**src/hdl/csi_pkg.sv**
```systemverilog
`timescale 1ns / 1ps

package csi_pkg;

  // Axis count and datapath widths.
  localparam int AXES       = 4;
  localparam int ANG_W      = 8;
  localparam int PROD_W     = 2 * ANG_W;
  localparam int AXIS_IDX_W = (AXES > 1) ? $clog2(AXES) : 1;
  localparam int DIV_CNT_W  = $clog2(ANG_W);

  localparam logic [ANG_W-1:0] STEP_SIZE_RESET = ANG_W'(5);

  typedef logic [ANG_W-1:0]  ang_t;
  typedef logic [PROD_W-1:0] prod_t;

  // Request kinds carried in req_type.
  typedef enum logic {
    REQ_START = 1'b0,
    REQ_TICK  = 1'b1
  } req_e;

  // Input beat.
  typedef struct packed {
    logic req_type;
    ang_t cur_a;
    ang_t cur_b;
    ang_t cur_c;
    ang_t cur_d;
    ang_t tgt_a;
    ang_t tgt_b;
    ang_t tgt_c;
    ang_t tgt_d;
  } in_beat_t;

  // Output beat.
  typedef struct packed {
    ang_t pos_a;
    ang_t pos_b;
    ang_t pos_c;
    ang_t pos_d;
    logic moving;
    logic final_step;
  } out_beat_t;

  // Divider request and response.
  typedef struct packed {
    logic  start;
    prod_t dividend;
    ang_t  divisor;
  } div_req_t;

  typedef struct packed {
    logic done;
    ang_t quot;
  } div_rsp_t;

  // Sequencer states, one-hot.
  typedef enum logic [7:0] {
    ST_IDLE   = 8'b0000_0001,
    ST_MAXF   = 8'b0000_0010,
    ST_SDIV   = 8'b0000_0100,
    ST_SWAIT  = 8'b0000_1000,
    ST_MUL    = 8'b0001_0000,
    ST_IDIV   = 8'b0010_0000,
    ST_IWAIT  = 8'b0100_0000,
    ST_RESULT = 8'b1000_0000
  } state_e;

endpackage

```
**src/hdl/coordinated_servo_interpolator_core.sv**
```systemverilog
`timescale 1ns / 1ps

// Channel   Direction  Handshake                   Payload
// in        input      in_valid_i / in_ready_o     in_data_i  (csi_pkg::in_beat_t)
// out       output     out_valid_o / out_ready_i   out_data_o (csi_pkg::out_beat_t)
// cfg       input      cfg_we_i                    cfg_data_i (step_size)
//
// A tick beat updates the axes at acceptance; the result is registered in ST_RESULT once the
// output register is free. A start beat uses the one shared divider: one division for
// the step count, then one multiply and one division per axis. With no travel or a zero
// step size a start skips the divisions.
// Reset clears positions, increments, directions and step count, and sets step_size to 5.
// in_ready_o is high only while idle; a result blocked by a full output register waits.
module coordinated_servo_interpolator_core (
  input  logic                clk_i,
  input  logic                rst_ni,
  input  logic                in_valid_i,
  output logic                in_ready_o,
  input  csi_pkg::in_beat_t   in_data_i,
  output logic                out_valid_o,
  input  logic                out_ready_i,
  output csi_pkg::out_beat_t  out_data_o,
  input  logic                cfg_we_i,
  input  csi_pkg::ang_t       cfg_data_i
);

  csi_pkg::state_e state_q, state_d;

  csi_pkg::ang_t pos_q  [csi_pkg::AXES];
  csi_pkg::ang_t pos_d  [csi_pkg::AXES];
  csi_pkg::ang_t inc_q  [csi_pkg::AXES];
  csi_pkg::ang_t inc_d  [csi_pkg::AXES];
  logic          down_q [csi_pkg::AXES];
  logic          down_d [csi_pkg::AXES];
  csi_pkg::ang_t diff_q [csi_pkg::AXES];
  csi_pkg::ang_t diff_d [csi_pkg::AXES];

  csi_pkg::ang_t                  steps_q, steps_d;
  csi_pkg::ang_t                  step_q, step_d;
  csi_pkg::ang_t                  big_q, big_d;
  csi_pkg::prod_t                 prod_q, prod_d;
  logic [csi_pkg::AXIS_IDX_W-1:0] idx_q, idx_d;
  logic                           fin_q, fin_d;
  logic                           out_valid_q, out_valid_d;
  csi_pkg::out_beat_t             out_q, out_d;

  csi_pkg::ang_t     cur_in [csi_pkg::AXES];
  csi_pkg::ang_t     tgt_in [csi_pkg::AXES];
  csi_pkg::ang_t     max_diff;
  csi_pkg::div_req_t div_req;
  csi_pkg::div_rsp_t div_rsp;

  // Unpack the per-axis input fields.
  assign cur_in[0] = in_data_i.cur_a;
  assign cur_in[1] = in_data_i.cur_b;
  assign cur_in[2] = in_data_i.cur_c;
  assign cur_in[3] = in_data_i.cur_d;
  assign tgt_in[0] = in_data_i.tgt_a;
  assign tgt_in[1] = in_data_i.tgt_b;
  assign tgt_in[2] = in_data_i.tgt_c;
  assign tgt_in[3] = in_data_i.tgt_d;

  // Largest travel over the registered differences.
  always_comb begin
    max_diff = '0;
    for (int i = 0; i < csi_pkg::AXES; i++) begin
      if (diff_q[i] > max_diff) begin
        max_diff = diff_q[i];
      end
    end
  end

  csi_div u_div (
    .clk_i  (clk_i),
    .rst_ni (rst_ni),
    .req_i  (div_req),
    .rsp_o  (div_rsp)
  );

  assign in_ready_o = (state_q == csi_pkg::ST_IDLE);

  // Sequencer.
  always_comb begin
    state_d     = state_q;
    pos_d       = pos_q;
    inc_d       = inc_q;
    down_d      = down_q;
    diff_d      = diff_q;
    steps_d     = steps_q;
    step_d      = step_q;
    big_d       = big_q;
    prod_d      = prod_q;
    idx_d       = idx_q;
    fin_d       = fin_q;
    out_valid_d = out_valid_q;
    out_d       = out_q;

    div_req          = '0;
    div_req.dividend = prod_q;
    div_req.divisor  = big_q;

    if (cfg_we_i) begin
      step_d = cfg_data_i;
    end

    if (out_valid_q && out_ready_i) begin
      out_valid_d = 1'b0;
    end

    unique case (state_q)
      csi_pkg::ST_IDLE: begin
        if (in_valid_i) begin
          fin_d = 1'b0;
          if (in_data_i.req_type == csi_pkg::REQ_TICK) begin
            // Advance every axis by its increment while steps remain.
            if (steps_q != '0) begin
              for (int i = 0; i < csi_pkg::AXES; i++) begin
                pos_d[i] = down_q[i] ? (pos_q[i] - inc_q[i]) : (pos_q[i] + inc_q[i]);
              end
              steps_d = steps_q - 1'b1;
              fin_d   = (steps_q == csi_pkg::ANG_W'(1));
            end
            state_d = csi_pkg::ST_RESULT;
          end else begin
            // Load positions, directions and absolute travel.
            for (int i = 0; i < csi_pkg::AXES; i++) begin
              pos_d[i] = cur_in[i];
              if (tgt_in[i] > cur_in[i]) begin
                diff_d[i] = tgt_in[i] - cur_in[i];
                down_d[i] = 1'b0;
              end else begin
                diff_d[i] = cur_in[i] - tgt_in[i];
                down_d[i] = 1'b1;
              end
            end
            state_d = csi_pkg::ST_MAXF;
          end
        end
      end
      csi_pkg::ST_MAXF: begin
        big_d = max_diff;
        if (max_diff == '0 || step_q == '0) begin
          steps_d = '0;
          for (int i = 0; i < csi_pkg::AXES; i++) begin
            inc_d[i] = '0;
          end
          state_d = csi_pkg::ST_RESULT;
        end else begin
          state_d = csi_pkg::ST_SDIV;
        end
      end
      csi_pkg::ST_SDIV: begin
        // Step count is largest travel over step size.
        div_req.start    = 1'b1;
        div_req.dividend = csi_pkg::PROD_W'(big_q);
        div_req.divisor  = step_q;
        state_d          = csi_pkg::ST_SWAIT;
      end
      csi_pkg::ST_SWAIT: begin
        if (div_rsp.done) begin
          steps_d = div_rsp.quot;
          idx_d   = '0;
          state_d = csi_pkg::ST_MUL;
        end
      end
      csi_pkg::ST_MUL: begin
        prod_d  = csi_pkg::PROD_W'(step_q) * csi_pkg::PROD_W'(diff_q[idx_q]);
        state_d = csi_pkg::ST_IDIV;
      end
      csi_pkg::ST_IDIV: begin
        // Increment is step size times travel over largest travel.
        div_req.start = 1'b1;
        state_d       = csi_pkg::ST_IWAIT;
      end
      csi_pkg::ST_IWAIT: begin
        if (div_rsp.done) begin
          inc_d[idx_q] = div_rsp.quot;
          if (idx_q == csi_pkg::AXIS_IDX_W'(csi_pkg::AXES - 1)) begin
            state_d = csi_pkg::ST_RESULT;
          end else begin
            idx_d   = idx_q + 1'b1;
            state_d = csi_pkg::ST_MUL;
          end
        end
      end
      csi_pkg::ST_RESULT: begin
        // Hand the beat to the output register once it is free.
        if (!out_valid_q || out_ready_i) begin
          out_valid_d      = 1'b1;
          out_d.pos_a      = pos_q[0];
          out_d.pos_b      = pos_q[1];
          out_d.pos_c      = pos_q[2];
          out_d.pos_d      = pos_q[3];
          out_d.moving     = (steps_q != '0);
          out_d.final_step = fin_q;
          state_d          = csi_pkg::ST_IDLE;
        end
      end
      default: begin
        state_d = csi_pkg::ST_IDLE;
      end
    endcase
  end

  // Control and architectural state.
  always_ff @(posedge clk_i or negedge rst_ni) begin
    if (!rst_ni) begin
      state_q     <= csi_pkg::ST_IDLE;
      steps_q     <= '0;
      step_q      <= csi_pkg::STEP_SIZE_RESET;
      idx_q       <= '0;
      fin_q       <= 1'b0;
      out_valid_q <= 1'b0;
      for (int i = 0; i < csi_pkg::AXES; i++) begin
        pos_q[i]  <= '0;
        inc_q[i]  <= '0;
        down_q[i] <= 1'b0;
      end
    end else begin
      state_q     <= state_d;
      steps_q     <= steps_d;
      step_q      <= step_d;
      idx_q       <= idx_d;
      fin_q       <= fin_d;
      out_valid_q <= out_valid_d;
      pos_q       <= pos_d;
      inc_q       <= inc_d;
      down_q      <= down_d;
    end
  end

  // Working and output payload registers.
  always_ff @(posedge clk_i) begin
    diff_q <= diff_d;
    big_q  <= big_d;
    prod_q <= prod_d;
    out_q  <= out_d;
  end

  assign out_valid_o = out_valid_q;
  assign out_data_o  = out_q;

endmodule

```
**src/hdl/csi_div.sv**
```systemverilog
`timescale 1ns / 1ps

// Restoring divider, one quotient bit per cycle. The caller guarantees that the
// upper half of the dividend is below the divisor, so the quotient fits ANG_W bits.
module csi_div (
  input  logic              clk_i,
  input  logic              rst_ni,
  input  csi_pkg::div_req_t req_i,
  output csi_pkg::div_rsp_t rsp_o
);

  logic                          busy_q, busy_d;
  logic                          done_q, done_d;
  logic [csi_pkg::DIV_CNT_W-1:0] cnt_q, cnt_d;
  csi_pkg::ang_t                 rem_q, rem_d;
  csi_pkg::ang_t                 quo_q, quo_d;
  csi_pkg::ang_t                 dvs_q, dvs_d;

  logic [csi_pkg::ANG_W:0] shifted;
  logic [csi_pkg::ANG_W:0] diff;
  logic                    fits;

  // Shift the next dividend bit in and trial-subtract the divisor.
  assign shifted = {rem_q, quo_q[csi_pkg::ANG_W-1]};
  assign diff    = shifted - {1'b0, dvs_q};
  assign fits    = (shifted >= {1'b0, dvs_q});

  always_comb begin
    busy_d = busy_q;
    done_d = 1'b0;
    cnt_d  = cnt_q;
    rem_d  = rem_q;
    quo_d  = quo_q;
    dvs_d  = dvs_q;
    if (req_i.start) begin
      busy_d = 1'b1;
      cnt_d  = '0;
      rem_d  = req_i.dividend[csi_pkg::PROD_W-1:csi_pkg::ANG_W];
      quo_d  = req_i.dividend[csi_pkg::ANG_W-1:0];
      dvs_d  = req_i.divisor;
    end else if (busy_q) begin
      rem_d = fits ? diff[csi_pkg::ANG_W-1:0] : shifted[csi_pkg::ANG_W-1:0];
      quo_d = {quo_q[csi_pkg::ANG_W-2:0], fits};
      cnt_d = cnt_q + 1'b1;
      if (cnt_q == csi_pkg::DIV_CNT_W'(csi_pkg::ANG_W - 1)) begin
        busy_d = 1'b0;
        done_d = 1'b1;
      end
    end
  end

  // Control state.
  always_ff @(posedge clk_i or negedge rst_ni) begin
    if (!rst_ni) begin
      busy_q <= 1'b0;
      done_q <= 1'b0;
      cnt_q  <= '0;
    end else begin
      busy_q <= busy_d;
      done_q <= done_d;
      cnt_q  <= cnt_d;
    end
  end

  // Operand and partial result registers.
  always_ff @(posedge clk_i) begin
    rem_q <= rem_d;
    quo_q <= quo_d;
    dvs_q <= dvs_d;
  end

  assign rsp_o.done = done_q;
  assign rsp_o.quot = quo_q;

endmodule
```
**config.mk**
```make
export PLATFORM = sky130hd
export DESIGN_NAME = coordinated_servo_interpolator_core
export DESIGN_NICKNAME = d
export VERILOG_FILES = /design/src/hdl/csi_pkg.sv /design/src/hdl/coordinated_servo_interpolator_core.sv /design/src/hdl/csi_div.sv
export SDC_FILE = /design/constraint.sdc
export NUM_CORES = 1
export LEC_CHECK = 0
export ABC_AREA = 1
export BUFFER_PORTS_ARGS = -buffer_cell sky130_fd_sc_hd__buf_4
export CORE_MARGIN = 1
export CORE_UTILIZATION = 50
export CTS_CLUSTER_SIZE = 8
export DETAILED_ROUTE_END_ITERATION = 6
export PLACE_DENSITY = 0.68
export SETUP_SLACK_MARGIN = 0.15
export SLEW_MARGIN = 40
export SYNTH_ARGS = -nofsm -noshare
export SYNTH_HDL_FRONTEND = slang
export SYNTH_HIERARCHICAL = 1
export SYNTH_SLANG_ARGS = --single-unit
```
**constraint.sdc**
```tcl
create_clock -name clk_i -period 8.6 [get_ports clk_i]
set_clock_uncertainty 0.15 [all_clocks]
set_input_delay 1.29 -clock clk_i [delete_from_list [all_inputs] [get_ports clk_i]]
set_output_delay 1.29 -clock clk_i [all_outputs]
set_load 0.005 [all_outputs]
```
==> insert_results.sql, run 1 <==
INSERT INTO impl_metrics (metric_group, metric, value, unit) VALUES
('power_and_ir_drop', 'largest_vdd_supply_drop', '0.1443', 'mV'),
('yosys', 'synth_compound_gate_area_share', '0.1026', ''),
('route', 'drtIter0Drc', '872', ''),
('cts', 'clock_path_buffers', '3', ''),
('critical_path', 'timing.critical_path.fanout_max', '22', ''),
('yosys', 'post_synth_instance_area', '16630', 'um^2'),
('timing', 'hold-worst-slack', '0.2993', 'ns'),
('timing', 'timing.final.crit_share', '0.6926', ''),
('yosys', 'yosysSeqAreaShare', '0.3581', ''),
('route', 'drt_wl_total', '43910', 'um'),
('placement', 'preCtsSetupSlack', '2.693', 'ns'),
('power_and_ir_drop', 'total_power', '5.459', 'mW'),
('critical_path', 'reg2regPathDepth', '22', ''),
('finish', 'design_area', '18800', 'um^2'),
('global_route', 'grt_first_pass_wirelength', '69740', 'um'),
('timing', 'totalNegativeSetupSlack', '0', 'ns'),
('global_route', 'globalRoute.totalOverflow', '0', ''),
('finish', 'area_overhead_of_the_layout_relative_to_synthesis', '13.09', '%'),
('floorplan', 'core_area', '32620', 'um^2'),
('critical_path', 'worst_path_largest_cell_delay', '0.75', 'ns'),
('timing', 'final_critical_path_setup_slack', '2.643', 'ns'),
('critical_path', 'cp.arrival', '6.11', 'ns'),
('yosys', 'count_of_flip_flops_with_a_built_in_enable_after_synthesis', '114', ''),
('cts', 'cts.repair_timing.setup_buffer_count', '0', ''),
('run_status', 'outcome', 'finished, final reports clean', ''),
('route', 'drt-pass1-iter-count', '6', ''),
('global_route', 'grt.total_usage', '0.2643', ''),
('floorplan', 'std_cell_rows', '66', ''),
('yosys', 'synth_xor_area_frac', '0.04162', ''),
('placement', 'placed_cells', '2533', ''),
('route', 'drt-wirelength-per-cell', '16.92', 'um'),
('cts', 'post_cts_hold_buffer_count', '0', ''),
('route', 'route.antenna.remaining_nets', '0', ''),
('critical_path', 'setup.worst_path.end_class', 'flop', ''),
('timing', 'setup_viol', '0', ''),
('floorplan', 'fp.dieW', '184.4', 'um'),
('hold_path', 'hp-class', 'reg2reg', ''),
('timing', 'timing_max_transition_violations_final', '0', ''),
('yosys', 'ys_async_sr_fraction', '0.4698', ''),
('yosys', 'yosys.cell_types.count', '56', ''),
('route', 'count_of_unresolved_drc_violations_after_routing', '0', ''),
('job', 'maxCapViolations', '0', ''),
('cts', 'cts_tree', 'yes', ''),
('yosys', 'synth_top_family_by_area', 'simple AND/OR/NAND/NOR gates', ''),
('floorplan', 'num_io_pins', '114', ''),
('power_and_ir_drop', 'p_leak', '9.416', 'nW'),
('timing', 'number_of_hold_violations_in_the_final_report', '0', ''),
('global_route', 'vias_in_the_first_global_route', '13540', ''),
('yosys', 'synthesis.nets', '2320', ''),
('timing', 'worst_pin_slew', '0.7322', 'ns'),
('route', 'vias', '13750', ''),
('cts', 'post_cts_resize_count', '0', ''),
('cts', 'htree_levels', '1', ''),
('critical_path', 'cp_data_required_time', '8.76', 'ns'),
('yosys', 'synth.mux.area_fraction', '0.007225', ''),
('timing', 'timing.slew.headroom', '0.5111', ''),
('timing', 'max_clock_freq', '167.9', 'MHz'),
('placement', 'hpwlAfterDp', '33500', 'um'),
('yosys', 'ys_seq_elements', '215', ''),
('floorplan', 'chipHeight', '184.4', 'um'),
('global_route', 'antenna_found_initial', '3', ''),
('yosys', 'synth_cells', '2025', ''),
('timing', 'grt_setup_unrepaired', 'no', ''),
('finish', 'post_layout_nonfiller_instances', '2595', ''),
('hold_path', 'min_path_cells', '0', ''),
('placement', 'gp_congestion', '0.9501', ''),
('global_route', 'largest_net_degree_at_the_start_of_global_routing', '70', ''),
('placement', 'post_dp_cell_area', '17890', 'um^2'),
('placement', 'portBuffers', '113', ''),
('critical_path', 'launching_element_type_of_the_critical_path', 'flop', ''),
('finish', 'layout_cell_share_with_drive_strength_beyond_1', '0.1023', '');
## final timing paths
path | startpoint | end | slack, ns
worst max-delay path | idx_q[0] | prod_q[15] | 2.64
max in group asynchronous | rst_ni | inc_q[23] | 6.72
worst max register to register | idx_q[0] | prod_q[15] | 2.64
worst min-delay path | pos_q[16] | out_data_o[18] | 0.30
worst min register to register | pos_q[16] | out_data_o[18] | 0.30
min in group asynchronous | rst_ni | u_div/cnt_q[0] | 0.52
## per-layer routing
| metal | GRT usage | up-vias | routed length (um) |
|---|---|---|---|
| met1 | 0.3319 | 6488 | 19050 |
| met2 | 0.4518 | 369 | 20840 |
| met5 | 0 | - | 9 |
| li1 | - | 6789 | - |
| met4 | 0.1100 | 2 | 1729 |
| met3 | 0.04090 | 104 | 2288 |
## worst max-delay path: cells and delay by family (launching register included)
kind	cells	cell delay, ns
adders and majority gates	5	2.36
AOI/OAI and AO/OA	7	1.09
xor gates and xnor gates	1	0.14
DFF	1	0.75
buffers and inverters	4	0.61
and+or+nand+nor	5	0.60
## cells in the mapped netlist (all sizes together), types with 17 or more instances
master  number  area [um^2]
nand4       44        290.3
xnor2       17        148.9
nand3       62        370.4
ha         168         2102
xor2        62        543.0
edfxtp     114         3423
dfrtp       98         2452
nor2       148        580.6
fa          49        980.9
inv        330         1239
o21ai      126        641.9
clkbuf      40        150.1
a21oi      100        508.0
nand2      516         1988
## layout by cell type (no fill, tap or decap), drive strengths merged, types with 4 or more instances in the layout
cell type	Yosys	final
clkbuf	40	56
o221ai	9	9
a22oi	4	4
a31oi	7	7
inv	330	331
xnor2	17	17
or2	9	9
dfrtp	98	98
buf	15	122
nand2	516	516
nor2	148	148
xor2	62	62
o211ai	15	15
o21ai	126	126
nand3	62	62
nand4	44	44
and2	7	7
nor4	10	10
a221oi	6	6
nor3	13	13
clkinv	3	4
mux2i	12	12
edfxtp	114	114
a211oi	4	4
ha	168	168
nand3b	8	8
fa	49	49
a21oi	100	100
o21bai	10	10
## power by group
part / internal [mW] / switching, mW
registers: 1.46 / 0.246
logic: 0.986 / 1.63
clock network: 0.675 / 0.460
total: 3.12 / 2.34
## cells by family after synthesis
logic type      count (synthesis)
mux                            12
simple gates                  818
xor+xnor                       79
buf+inv                       388
flops                         215
fa+ha+maj                     217
compound gates                296
## state kept, by name (all words and copies together), names as in the netlist, 16 cells and up
register / flops
diff_q: 32
inc_q: 32
out_data_o: 34
prod_q: 16
pos_q: 32
## cell type report
cell class / count / area (um^2)
sequential: 215 / 5956
antenna: 3 / 7.507
clock buffer: 56 / 869.6
tap: 442 / 553.0
clock inverter: 2 / 28.78
timing repair buffer: 122 / 919.6
fill: 2968 / 13820
multi-input combinational: 1422 / 9219
inverter: 333 / 1250
(Power assumes the default switching activity.)
==> inputs of run 2 (changes only) <==
Settings changed: PLACE_DENSITY 0.68 to 0.71.
Clock period 8.6 ns to 4.9 ns, I/O delays scaled along.
==> insert_results.sql, run 2 (synthesis results as in run 1) <==
INSERT INTO impl_metrics (metric_group, metric, value, unit) VALUES
('cts', 'insertion_delay', '0.55', 'ns'),
('finish', 'finalNetCount', '2525', ''),
('critical_path', 'timing.critical_path.slowest_stage_cell', 'sky130_fd_sc_hd__fa_1', ''),
('placement', 'hpwlAfterDp', '34900', 'um'),
('cts', 'clk_pin_slew_worst_paths', '0.05', 'ns'),
('finish', 'most-common-layout-cells', 'sky130_fd_sc_hd__nand2_1, sky130_fd_sc_hd__inv_1, sky130_fd_sc_hd__buf_4, sky130_fd_sc_hd__ha_1, sky130_fd_sc_hd__nor2_1', ''),
('power_and_ir_drop', 'total_power', '11.19', 'mW'),
('route', 'drt-pass1-iter-count', '5', ''),
('critical_path', 'worst_path_largest_cell_delay', '0.54', 'ns'),
('global_route', 'vias_in_the_first_global_route', '13990', ''),
('finish', 'design_area', '20720', 'um^2'),
('route', 'drt-wirelength-per-cell', '17.49', 'um'),
('cts', 'cts_tree', 'yes', ''),
('route', 'vias', '14410', ''),
('finish', 'mostFrequentLayoutCell', 'sky130_fd_sc_hd__nand2_1', ''),
('finish', 'final_core_utilization', '0.6354', ''),
('timing', 'worst_pin_slew', '0.7160', 'ns'),
('finish', 'area_overhead_of_the_layout_relative_to_synthesis', '24.65', '%'),
('cts', 'clock_sink_count', '215', ''),
('global_route', 'grt.total_usage', '0.2711', ''),
('timing', 'grt_setup_unrepaired', 'yes', ''),
('critical_path', 'ws_path_type', 'reg2reg', ''),
('timing', 'max_clock_freq', '200.9', 'MHz'),
('timing', 'timing.slew.headroom', '0.5216', ''),
('power_and_ir_drop', 'largest_vdd_supply_drop', '0.3252', 'mV'),
('cts', 'post_cts_hold_buffer_count', '0', ''),
('floorplan', 'start_util', '0.5097', ''),
('finish', 'fillerInstances', '2701', ''),
('route', 'route.antenna.remaining_nets', '0', ''),
('run_status', 'outcome', 'finished, violations left', ''),
('cts', 'clock_path_buffers', '3', ''),
('timing', 'final_critical_path_setup_slack', '-0.07840', 'ns'),
('hold_path', 'hp-class', 'in2async', ''),
('route', 'drtIter0Drc', '950', ''),
('route', 'count_of_unresolved_drc_violations_after_routing', '0', ''),
('run_status', 'failed_checks', 'negative setup slack', ''),
('critical_path', 'crit_buf_inv', '5', ''),
('timing', 'number_of_hold_violations_in_the_final_report', '0', ''),
('critical_path', 'critical_path.top_delay_family', 'adder cells', ''),
('placement', 'preCtsSetupSlack', '-0.1507', 'ns'),
('job', 'maxCapViolations', '0', ''),
('placement', 'gp_congestion', '0.9380', ''),
('finish', 'largest_reg_flops', '34', ''),
('timing', 'totalNegativeSetupSlack', '-0.7002', 'ns'),
('global_route', 'largest_net_degree_at_the_start_of_global_routing', '62', ''),
('route', 'via_per_inst', '5.345', ''),
('critical_path', 'critical_path.most_common_cell', 'sky130_fd_sc_hd__fa_1', ''),
('placement', 'placed_cells', '2601', ''),
('timing', 'timing_max_transition_violations_final', '0', ''),
('placement', 'portBuffers', '113', ''),
('power_and_ir_drop', 'p_leak', '10.12', 'nW'),
('critical_path', 'setup.worst_path.end_class', 'flop', ''),
('critical_path', 'launching_element_type_of_the_critical_path', 'flop', ''),
('finish', 'post_layout_nonfiller_instances', '2696', ''),
('critical_path', 'cp.arrival', '5.11', 'ns'),
('timing', 'hold-worst-slack', '0.02982', 'ns'),
('timing', 'timing.final.crit_share', '1.016', ''),
('placement', 'post_dp_cell_area', '18560', 'um^2'),
('timing', 'setup_viol', '34', ''),
('critical_path', 'cp_data_required_time', '5.03', 'ns'),
('floorplan', 'chipHeight', '184.4', 'um'),
('cts', 'clock-root-buffer', 'sky130_fd_sc_hd__clkbuf_16', ''),
('cts', 'htree_levels', '1', ''),
('global_route', 'grt_first_pass_wirelength', '72040', 'um'),
('floorplan', 'std_cell_rows', '66', ''),
('finish', 'layout_cell_share_with_drive_strength_beyond_1', '0.2259', ''),
('route', 'drt_wl_total', '47150', 'um'),
('global_route', 'antenna_found_initial', '1', ''),
('floorplan', 'die_area', '33980', 'um^2'),
('floorplan', 'num_io_pins', '114', ''),
('floorplan', 'core_area', '32620', 'um^2'),
('critical_path', 'timing.critical_path.fanout_max', '5', ''),
('floorplan', 'fp.dieW', '184.4', 'um'),
('power_and_ir_drop', 'power.density', '540.1', 'nW/um^2'),
('critical_path', 'crit_path_cell_trace', 'buf_12, clkbuf_16, a21oi_1, o21ai_1, nand2_2, inv_4, nand2_2, fa_1, fa_1, inv_2, fa_1, fa_1, ha_4, nand2_2, inv_2, nand2_1, o21ai_2, a21oi_2, o21bai_1, nand2_1, nand2_1, a21oi_2, xor2_1', ''),
('timing', 'period_minus_slack', '4.978', 'ns'),
('global_route', 'globalRoute.totalOverflow', '0', ''),
('cts', 'cts_inserted_buffers', '31', '');
-- run 2: cell types whose count changed in the layout (fill, tap and decap cells not counted), moves of 22 or more --
cell and delta:
sky130_fd_sc_hd__buf_4 +84, sky130_fd_sc_hd__ha_1 -22, sky130_fd_sc_hd__nand2_2 +61, sky130_fd_sc_hd__nand2_1 -79, sky130_fd_sc_hd__ha_4 +22
-- run 2: where the power goes --
group	leakage [nW]	switching (mW)	total (mW)	internal, mW
clock network	0.426	0.788	1.99	1.20
logic	7.36	3.46	6.21	2.76
registers	2.34	0.434	2.99	2.56
-- run 2: cell type report --
class | instances | area (um^2) | area share
inverter | 333 | 1275 | 0.06152
antenna | 1 | 2.502 | 0.0001207
tap | 442 | 553.0 | 0.02668
sequential | 215 | 5958 | 0.2875
clock inverter | 1 | 5.005 | 0.0002415
clock buffer | 55 | 885.9 | 0.04274
multi-input combinational | 1424 | 10170 | 0.4909
timing repair buffer | 225 | 1871 | 0.09026
-- run 2: per-layer routing --
layer | wire length, um | track usage
met5 | 0 | 0
met4 | 2042 | 0.1020
met3 | 2896 | 0.03813
met2 | 22750 | 0.4646
met1 | 19470 | 0.3460
-- run 2: path summary, 6_finish.rpt --
| kind | startpoint | endpoint | depth (start not counted) | slack (ns) |
|---|---|---|---|---|
| max in group asynchronous | rst_ni | idx_q[1] | 2 | 3.54 |
| max | idx_q[0] | prod_q[15] | 23 | -0.08 |
| min | rst_ni | pos_q[17] | 1 | 0.03 |
| min reg2reg | pos_q[24] | out_data_o[26] | 0 | 0.31 |
| min in group clk_i | cfg_data_i[6] | step_q[6] | 3 | 0.25 |
| max reg2reg | idx_q[0] | prod_q[15] | 23 | -0.08 |
-- run 2: timing repair --
action / in CTS / in global routing
gates resized for setup: 28 / 198
setup buffers: 8 / 25
cloned: 0 / 4
pin swaps: 17 / 77
hold endpoints to repair: 0 / 0
endpoints found under the setup margin: 46 / 47
